### src/rtl/nsss_pkg.sv
// ----------------------------------------------------------------------------
// nsss_pkg: shared types and constants for the node/segment snap search
// Item kinds, result kinds and datapath widths used by the top level and
// by the fraction divider.
// ----------------------------------------------------------------------------
package nsss_pkg;

  localparam int FIELD_W  = 24;   // coordinate field width on the ports
  localparam int SLOT_W   = 8;    // slot index field width
  localparam int GEN_W    = 16;   // generation field width
  localparam int FRAC_W   = 32;   // internal segment parameter bits
  localparam int PROD_W   = 52;   // width of dot and len2 sums
  localparam int IN_W     = 96;   // s_tdata width
  localparam int OUT_W    = 88;   // m_tdata width

  localparam int DEF_NODE_SLOTS    = 256;
  localparam int DEF_SEGMENT_SLOTS = 256;
  localparam int DEF_COORD_BITS    = 24;

  typedef enum logic [1:0] {
    KIND_NODE  = 2'd0,
    KIND_SEG   = 2'd1,
    KIND_QUERY = 2'd2,
    KIND_NONE  = 2'd3
  } item_kind_t;

  typedef enum logic [1:0] {
    RES_FREE = 2'd0,
    RES_NODE = 2'd1,
    RES_SEG  = 2'd2
  } res_kind_t;

  typedef enum logic [1:0] {
    REG_NODE_RADIUS = 2'd0,
    REG_SNAP_SEG    = 2'd1,
    REG_SEG_RADIUS  = 2'd2,
    REG_MIN_SPLIT   = 2'd3
  } reg_index_t;

endpackage

### src/rtl/nsss_div.sv
// ----------------------------------------------------------------------------
// nsss_div: restoring fraction divider
// Computes floor(num * 2^FRAC_W / den) for num < den, one quotient bit a cycle.
// ----------------------------------------------------------------------------
module nsss_div (
  input  logic                       clk,
  input  logic                       rst,
  input  logic                       start,
  input  logic [nsss_pkg::PROD_W-1:0] num,
  input  logic [nsss_pkg::PROD_W-1:0] den,
  output logic                       done,
  output logic [nsss_pkg::FRAC_W-1:0] quo
);
  import nsss_pkg::*;

  localparam int CNT_W = $clog2(FRAC_W + 1);

  logic [PROD_W:0]   rem;
  logic [PROD_W:0]   rem_sh;
  logic [PROD_W:0]   den_q;
  logic [CNT_W-1:0]  cnt;
  logic              run;

  assign rem_sh = {rem[PROD_W-1:0], 1'b0};

  always_ff @(posedge clk) begin
    if (rst) begin
      run  <= 1'b0;
      done <= 1'b0;
      cnt  <= '0;
    end else begin
      done <= 1'b0;
      if (start) begin
        run <= 1'b1;
        cnt <= CNT_W'(FRAC_W);
      end else if (run) begin
        cnt <= cnt - 1'b1;
        if (cnt == CNT_W'(1)) begin
          run  <= 1'b0;
          done <= 1'b1;
        end
      end
    end
  end

  always_ff @(posedge clk) begin
    if (start) begin
      rem   <= {1'b0, num};
      den_q <= {1'b0, den};
      quo   <= '0;
    end else if (run) begin
      if (rem_sh >= den_q) begin
        rem <= rem_sh - den_q;
        quo <= {quo[FRAC_W-2:0], 1'b1};
      end else begin
        rem <= rem_sh;
        quo <= {quo[FRAC_W-2:0], 1'b0};
      end
    end
  end

endmodule

### config.mk
export PLATFORM = sky130hd
export DESIGN_NAME = nsss_div
export DESIGN_NICKNAME = d
export VERILOG_FILES = /design/src/rtl/nsss_pkg.sv /design/src/rtl/nsss_div.sv
export SDC_FILE = /design/constraint.sdc
export NUM_CORES = 1
export LEC_CHECK = 0
export BUFFER_PORTS_ARGS = -buffer_cell sky130_fd_sc_hd__buf_2
export CORE_UTILIZATION = 29
export CTS_CLUSTER_SIZE = 14
export DETAILED_ROUTE_END_ITERATION = 7
export HOLD_SLACK_MARGIN = 0.02
export SLEW_MARGIN = 40
export SYNTH_ARGS = -nofsm -noshare
export SYNTH_HDL_FRONTEND = slang
export SYNTH_SLANG_ARGS = --single-unit
export TNS_END_PERCENT = 10
### constraint.sdc
create_clock -name clk -period 2.9 [get_ports clk]
set_input_delay 0.29 -clock clk [delete_from_list [all_inputs] [get_ports clk]]
set_output_delay 0.29 -clock clk [all_outputs]
set_load 0.005 [all_outputs]
==> impl_metrics.ini, run 1 <==
[synthesis]
netlist_instances = 937
synth_area_leaders = edfxtp_1 (35%), dfxtp_1 (9.0%), ha_1 (7.6%)
ys_ff_latch = 144
async_reset_ff_share_pct = 0
synth_edf_count = 104
yosysSeqAreaShare_pct = 43.9
postSynthAreaPerCell_sq_um = 9.54
yosysTopAreaCell = edfxtp_1
yosys.area.top_type_share_pct = 34.9
synth_cell_types = 63
syn_nets = 1099
syn-cell-area_sq_mm = 0.00894
ys.flop_type = edfxtp_1
ys_warn_count = 0

[final_layout]
area_delta_synth_final_pct = 42.9
layout-drive-gt1-share_pct = 33.8
final_net_count = 1428
finalNonFillerCells = 1671
final_common_cell = buf_4
final_cell_mix = buf_4 (145), buf_2 (138), edfxtp_1 (104)

[outcome]
violations = setup timing
run_status = finished with violations

[detailed_routing]
routed_wirelength_um = 25900
route.detailed.drc = 0
dr.pass1.iters = 5
drtIter0Drc = 383
vias_per_cell = 4.82
ant_nets = 0
wl_per_cell_um = 15.5
vias = 8052

[grt]
first_global_vias = 8039
grt_pass1_wl_um = 41300
antenna_found_initial = 5
grt_max_degree = 49
gr-usage-met3_pct = 5.16
use_met1_pct = 21.9
grt_usage_pct = 16.9
use_met2_pct = 26.9
grt-ovfl-total = 0
grt_busiest_layer = met2

[power_and_ir_drop]
p_leak_nw = 5.63
finalPower_mw = 10.6
ir_drop_mv = 0.469
power_density_mw_per_mm2 = 826

[worst_setup_path]
slowest_stage = or4_1
cp_top_family = simple AND/OR/NAND/NOR gates
cp_cell_sequence = ha_4 > buf_6 > and4_4 > nand4_1 > a211oi_2 > a211o_1 > a22oi_2 > o21ai_2 > a21oi_4 > buf_8 > or4_1 > nor3b_1
crit_buf_inv = 2
critPathLaunchType = register
crit_arrival_ps = 3320
required_ps = 3100
critical_path_class = reg -> reg
critPathMaxFanout = 6
end_kind = register
cp_slowest_stage_delay_ps = 460

[timing]
holdWs_ps = 34.4
period_minus_slack_ps = 3120
rsz0062_at_grt = true
setup_ws_ps = -216
max_freq_mhz = 321
relSlewSlack_pct = 57.4
finalSetupViolCount = 51
drv_slew = 0
fin_worst_skew_ps = 15.9
post-route-period-util_pct = 107
tightest_slew_ps = 639
hold_violations = 0

[clock_tree]
insertion_delay_ps = 450
clk_path_buf_depth = 2
cts.htree.levels = 4
clockRootBuffer = clkbuf_16
cts_tree = built
cts_buffers = 17
cts.clk_slew.worst_paths_ps = 80
numClockSinks = 144

[floorplanning]
io_pins = 140
core_sq_mm = 0.0300
start_util_pct = 29.9
fp.dieW_um = 178
die_h_um = 178
rows = 63
die_area_sq_mm = 0.0315

[placed_design]
placed_cells = 1573
portBuffers = 139
routabilityCongestion = 0.879
dpl.hpwl_um = 18900

[flow_run]
maxCapViolCount = 0

[worst_hold_path]
hold_class = in -> reg
## synth_stat cells, types with 3 or more instances
master    instances
a21oi_1          84
o21a_1           16
xnor2_1          32
a211o_1           6
nand3_1           7
inv_1            77
buf_1             5
nand2b_1          3
dfxtp_1          40
o21ai_1          24
xor2_1           19
mux2i_1          33
clkbuf_1         19
nor2b_1           5
a211oi_1         13
o21ai_0          28
nor3_1           13
nor2_1           94
edfxtp_1        104
buf_4             6
buf_6             3
a221o_1          11
a21o_1           31
and2_1            3
or4_1             3
nor4_1            3
and3_1           14
o211ai_1         10
a41oi_1           4
a31oi_1           5
nor3b_1           4
buf_2             5
o21bai_1         10
nand2_1          91
mux2_2           17
ha_1             54
nand4_1           9
## cell type report
cell class | count | area (sq um)
Timing Repair Buffer | 348 | 2550
Clock buffer | 18 | 450
Tap cell | 390 | 488
Clock inverter | 14 | 136
Multi-Input combinational cell | 677 | 4940
Fill cell | 2971 | 17200
Sequential cell | 144 | 3930
Antenna cell | 2 | 5.00
Inverter | 78 | 293
## cells by family (layout without fill, tap and decap cells)
family / after synthesis / in the layout / synth area share, %
AOI/OAI and AO/OA: 261 / 261 / 19.0
and+or+nand+nor: 259 / 259 / 12.9
DFF: 144 / 144 / 43.9
buffers and inverters: 116 / 458 / 5.44
adders and majority gates: 55 / 55 / 7.78
xor gates and xnor gates: 51 / 51 / 5.00
muxes: 51 / 51 / 5.96
other: 0 / 2 / 0
## flip-flops by register name, summed over array words and instances (netlist names)
signal,cells
run,1
quo,32
cnt,6
den_q,52
done,1
rem,52
## power breakdown
| group | internal (mW) | switching, mW |
|---|---|---|
| Sequential | 2.62 | 0.201 |
| Combinational | 2.80 | 2.71 |
| Clock | 1.20 | 1.03 |
## path summary, 6_finish.rpt
| kind | depth (start not counted) | slack, ps | endpoint | startpoint |
|---|---|---|---|---|
| hold reg to reg | 2 | 500 | quo[31] | quo[31] |
| setup reg to reg | 12 | -220 | rem[50] | rem[6] |
| setup / recovery | 12 | -220 | rem[50] | rem[6] |
| hold / removal | 1 | 30 | den_q[1] | den[1] |
## what timing repair did
action                                 CTS  global route
endpoints found under the hold margin   44             1
hold buffers                            44             1
setup endpoints to repair               53            53
pin swaps                               34            20
resized for setup                       63            35
cloned                                   2             0
setup buffers                           16             1
## metal layers
| layer | vias to the layer above | wire length [um] | part of all wire [%] |
|---|---|---|---|
| met5 | - | 34 | 0.13 |
| met4 | 6 | 357 | 1.4 |
| met3 | 28 | 1690 | 6.5 |
| met2 | 200 | 11700 | 45 |
| met1 | 3785 | 12100 | 47 |
| li1 | 4033 | - | - |
## through the flow
step                      area [sq um]  util (%)  setup WS (ps)  TNS (ps)
final                            12800      42.7           -216     -7090
after global routing             12800      42.7           -342    -14000
after CTS                        12600      42.1           -289    -11810
after detailed placement         11100      37.1           -526    -15080
after global placement           11100      37.1           -508    -14430
after floorplan                   8960         -          -3.49     -4.94
(Power assumes the default switching activity.)
==> run 2: changes to the inputs <==
--- a/config.mk
+++ b/config.mk
@@ -6,6 +6,7 @@
 export NUM_CORES = 1
 export LEC_CHECK = 0
 export BUFFER_PORTS_ARGS = -buffer_cell sky130_fd_sc_hd__buf_2
+export CORE_ASPECT_RATIO = 0.9
 export CORE_UTILIZATION = 29
 export CTS_CLUSTER_SIZE = 14
 export DETAILED_ROUTE_END_ITERATION = 7
==> run 2 against run 1 <==
The flow still finishes with violations (setup timing). Power fell by 0.51%. Largest cell class unchanged. Core utilization fell by 0.47 points. Die area barely moved. Count of clock-buffer cells in the layout rose by 2. Flip-flop and latch count did not move. Non-clock buffer count fell by 21. Via count barely moved. Final cell count fell by 0.48%.
==> impl_metrics.ini, run 2 (synthesized netlist as in run 1, its figures left out) <==
[outcome]
run_status = finished with violations
violations = setup timing

[final_layout]
largestRegisters = den_q (52), rem (52), quo (32)
finalNonFillerCells = 1663
final_core_util_pct = 42.2
layout-drive-gt1-share_pct = 33.1
final_net_count = 1408
area_delta_synth_final_pct = 42.1
fillers = 2949
final_cell_mix = buf_2 (138), buf_4 (132), edfxtp_1 (104)
final_cell_area_sq_mm = 0.0127
final_common_cell = buf_2
multi_input_area_sq_mm = 0.00504
seq_area_sq_mm = 0.00393

[worst_setup_path]
critPathLaunchType = register
required_ps = 3080
crit_arrival_ps = 3340
critical_path_class = reg -> reg
end_kind = register
critPathMaxFanout = 5

[placed_design]
portBuffers = 139
dpl.hpwl_um = 18400
placed_cells = 1564
place_area_sq_mm = 0.0109
routabilityCongestion = 0.850

[clock_tree]
clk_path_buf_depth = 2
clockRootBuffer = clkbuf_16
cts.htree.levels = 4
insertion_delay_ps = 440
cts.clk_slew.worst_paths_ps = 60
cts_buffers = 17
numClockSinks = 144
cts_tree = built

[timing]
period_minus_slack_ps = 3160
finalSetupViolCount = 51
holdWs_ps = 39.4
fin_worst_skew_ps = 13.9
relSlewSlack_pct = 56.0
setup_ws_ps = -257
tightest_slew_ps = 660
post-route-period-util_pct = 109
hold_violations = 0
drv_slew = 0
max_freq_mhz = 317
rsz0062_at_grt = true

[detailed_routing]
routed_wirelength_um = 26400
dr.pass1.iters = 5
drtIter0Drc = 468
ant_nets = 0
vias = 8044
route.detailed.drc = 0
wl_per_cell_um = 15.9
vias_per_cell = 4.84

[worst_hold_path]
hold_class = in -> reg

[floorplanning]
core_sq_mm = 0.0301
die_area_sq_mm = 0.0315
fp.dieW_um = 187
io_pins = 140
die_h_um = 169
start_util_pct = 29.7
rows = 60

[grt]
grt-ovfl-total = 0
grt_usage_pct = 17.0
first_global_vias = 8075
antenna_found_initial = 1
grt_pass1_wl_um = 42400
grt_max_degree = 53

[power_and_ir_drop]
power_density_mw_per_mm2 = 827
p_leak_nw = 5.58
finalPower_mw = 10.5
ir_drop_mv = 0.534

[flow_run]
maxCapViolCount = 0
==> run 2: timing repair <==
item | 4_1_cts | 5_1_grt
resized for setup | 55 | 47
setup buffers | 16 | 3
hold buffers | 41 | 0
pin swaps | 34 | 27
endpoints found under the setup margin | 53 | 53
gates cloned | 5 | 1
endpoints found under the hold margin | 41 | 0
==> run 2: final timing paths <==
check        startpoint         to  slack (ps)  cells past startpoint
max              rem[0]    rem[32]        -260                     13
min             den[25]  den_q[25]          40                      1
max reg2reg      rem[0]    rem[32]        -260                     13
min reg2reg      cnt[0]     cnt[0]         490                      2
==> run 2: metrics by stage <==
stage | setup TNS, ps | setup WS, ps
after CTS | -11040 | -301
final | -8570 | -257
after detailed placement | -15900 | -478
after global placement | -11420 | -419
after global routing | -15070 | -374
after floorplan | -4.94 | -3.49
==> run 2: cell type report <==
type,count,share of cell area [%]
clock inverter,12,0.749
inverter,78,2.30
sequential,144,30.9
clock buffer,20,3.53
antenna,1,0.0197
timing repair buffer,327,18.9
multi-input combinational,678,39.6
tap,403,3.97
==> run 2: metal layers <==
layer / vias up / GRT usage [%] / routed length (um)
met5: - / 0 / 0
met4: 0 / 5.81 / 428
met3: 26 / 3.50 / 1350
met2: 204 / 26.4 / 11700
met1: 3816 / 23.3 / 13000
li1: 3998 / - / -
==> run 2: critical path, cell delays in order (launching register included) <==
cell and delay, ps:
edfxtp_1 430, ha_1 340, nor2b_4 150, o2111ai_4 210
buf_6 140, a211oi_4 50, a211o_1 300, a22oi_2 180
o21ai_2 120, a21oi_4 270, buf_12 180, nor2_4 40
buf_6 160, a221o_1 320
==> run 2: where the power goes <==
part           switching, mW  internal (mW)
Combinational           2.79           2.79
Clock                  0.958           1.14
Sequential             0.203           2.62
Total                   3.95           6.55
==> run 3: changes to the inputs <==
--- a/config.mk
+++ b/config.mk
@@ -7,6 +7,7 @@
 export LEC_CHECK = 0
 export BUFFER_PORTS_ARGS = -buffer_cell sky130_fd_sc_hd__buf_2
 export CORE_ASPECT_RATIO = 0.9
+export CORE_MARGIN = 2
 export CORE_UTILIZATION = 29
 export CTS_CLUSTER_SIZE = 14
 export DETAILED_ROUTE_END_ITERATION = 7
==> run 3 against run 2 <==
The run still ends with setup timing left. First-iteration DRC count grew 4.3%. Clock skew about the same. Register-to-register slack improved by 50 ps. Flip-flop and latch count unchanged. Count of clock-buffer cells in the layout grew 2. Largest cell class unchanged. Highest routed layer is now met5.
==> impl_metrics.ini, run 3 (synthesized netlist as in run 1, its figures left out) <==
[clock_tree]
cts.htree.levels = 4
clk_path_buf_depth = 2
cts_tree = built
clockRootBuffer = clkbuf_16
cts_buffers = 17
numClockSinks = 144
cts.clk_slew.worst_paths_ps = 60
insertion_delay_ps = 440

[floorplanning]
fp.dieW_um = 189
die_area_sq_mm = 0.0323
rows = 60
io_pins = 140
die_h_um = 171
core_sq_mm = 0.0301
start_util_pct = 29.7

[detailed_routing]
vias_per_cell = 4.87
vias = 8055
drtIter0Drc = 488
routed_wirelength_um = 26800
dr.pass1.iters = 7
wl_per_cell_um = 16.2
route.detailed.drc = 0
ant_nets = 0

[placed_design]
portBuffers = 139
dpl.hpwl_um = 18300
routabilityCongestion = 0.870

[timing]
max_freq_mhz = 322
post-route-period-util_pct = 107
fin_worst_skew_ps = 13.7
finalSetupViolCount = 50
relSlewSlack_pct = 62.0
rsz0062_at_grt = true
hold_violations = 0
period_minus_slack_ps = 3100
drv_slew = 0
setup_ws_ps = -205
tightest_slew_ps = 570

[worst_setup_path]
required_ps = 3080
critPathMaxFanout = 18
end_kind = register
critPathLaunchType = register
slowest_stage = edfxtp_1
r2r_start = rem[13]
critical_path_class = reg -> reg
cp_cell_sequence = ha_4 > a21oi_4 > buf_6 > o211ai_1 > a21oi_2 > nor4b_2 > a22oi_2 > o21ai_4 > a21oi_4 > buf_12 > buf_16 > and3_1 > a221o_1
critPathLaunch = rem[13]
cp_slowest_stage_delay_ps = 440
crit_arrival_ps = 3290
cpMostUsedCell = a21oi_4

[worst_hold_path]
hold_start = den[38]
hold_class = in -> reg

[outcome]
violations = setup timing
run_status = finished with violations

[final_layout]
largestRegisters = den_q (52), rem (52), quo (32)
final_core_util_pct = 42.2
fillers = 2951
layout-drive-gt1-share_pct = 32.5
final_common_cell = buf_2
final_cell_mix = buf_2 (138), buf_4 (122), edfxtp_1 (104)
seq_area_sq_mm = 0.00393
area_delta_synth_final_pct = 42.0
multi_input_area_sq_mm = 0.00504
n_antenna_cell = 0
final_net_count = 1401

[flow_run]
maxCapViolCount = 0

[power_and_ir_drop]
p_leak_nw = 5.55
power_density_mw_per_mm2 = 829
ir_drop_mv = 0.487
finalPower_mw = 10.5

[grt]
grt_usage_pct = 16.7
grt_max_degree = 68
grt-ovfl-total = 0
grt_pass1_wl_um = 42200
first_global_vias = 8071
antenna_found_initial = 4
[run 3: cell types whose count changed in the layout (fill, tap and decap cells not counted), moves of 4 or more]
cell / delta
and3_1: -4
o21ai_1: +10
and3_4: +4
o21ai_2: -5
buf_4: -10
o21ai_0: -7
[run 3: report_power, final]
group / total [mW] / switching (mW) / internal [mW]
Combinational: 5.57 / 2.79 / 2.78
Sequential: 2.83 / 0.203 / 2.62
Clock: 2.12 / 0.944 / 1.18
[run 3: critical path, delay by kind of cell, from the launching register on]
kind | cells | cell delay, ps
DFF | 1 | 440
AOI/OAI and AO/OA | 7 | 1120
adders and majority gates | 1 | 350
and+or+nand+nor | 2 | 490
buffers and inverters | 3 | 430
[run 3: per-stage QoR]
stage	hold slack, ps	TNS (ps)	instance area, sq um	worst slack [ps]	instances
2_1_floorplan	359	-4.94	8960	-3.49	937
3_3_place_gp	468	-13900	10900	-380	1553
3_5_place_dp	468	-16420	10900	-537	1553
4_1_cts	23.1	-6590	12500	-200	1649
5_1_grt	20.4	-12870	12700	-361	1655
6_report	37.9	-6360	12700	-205	1655
[run 3: timing repair]
item / in CTS / in global routing
buffers inserted: 17 / 6
gates resized for setup: 68 / 41
pin swaps: 19 / 11
cloned: 7 / 0
hold buffers: 40 / 2
endpoints found under the hold margin: 40 / 2
endpoints found under the setup margin: 52 / 53
[run 3: area by class of cell]
cell class,count,area share (%)
inverters,78,2.31
well taps,403,3.97
flip-flops and latches,144,30.9
clock inverters,10,0.572
clock buffers,22,3.74
multi-input cells,678,39.7
repair buffers,320,18.8
[run 3: layer usage]
layer / vias to the layer above / part of all wire (%) / GRT usage, %
met5: - / 0.19 / 0
met1: 3801 / 47 / 22.5
met2: 238 / 44 / 26.0
met4: 8 / 1.6 / 4.38
met3: 36 / 6.9 / 4.84
li1: 3972 / - / -
[run 3: final timing paths]
check | to | slack, ps | cells after the start
max | rem[32] | -200 | 13
min reg2reg | cnt[1] | 500 | 2
max reg2reg | rem[32] | -200 | 13
min | den_q[38] | 40 | 1
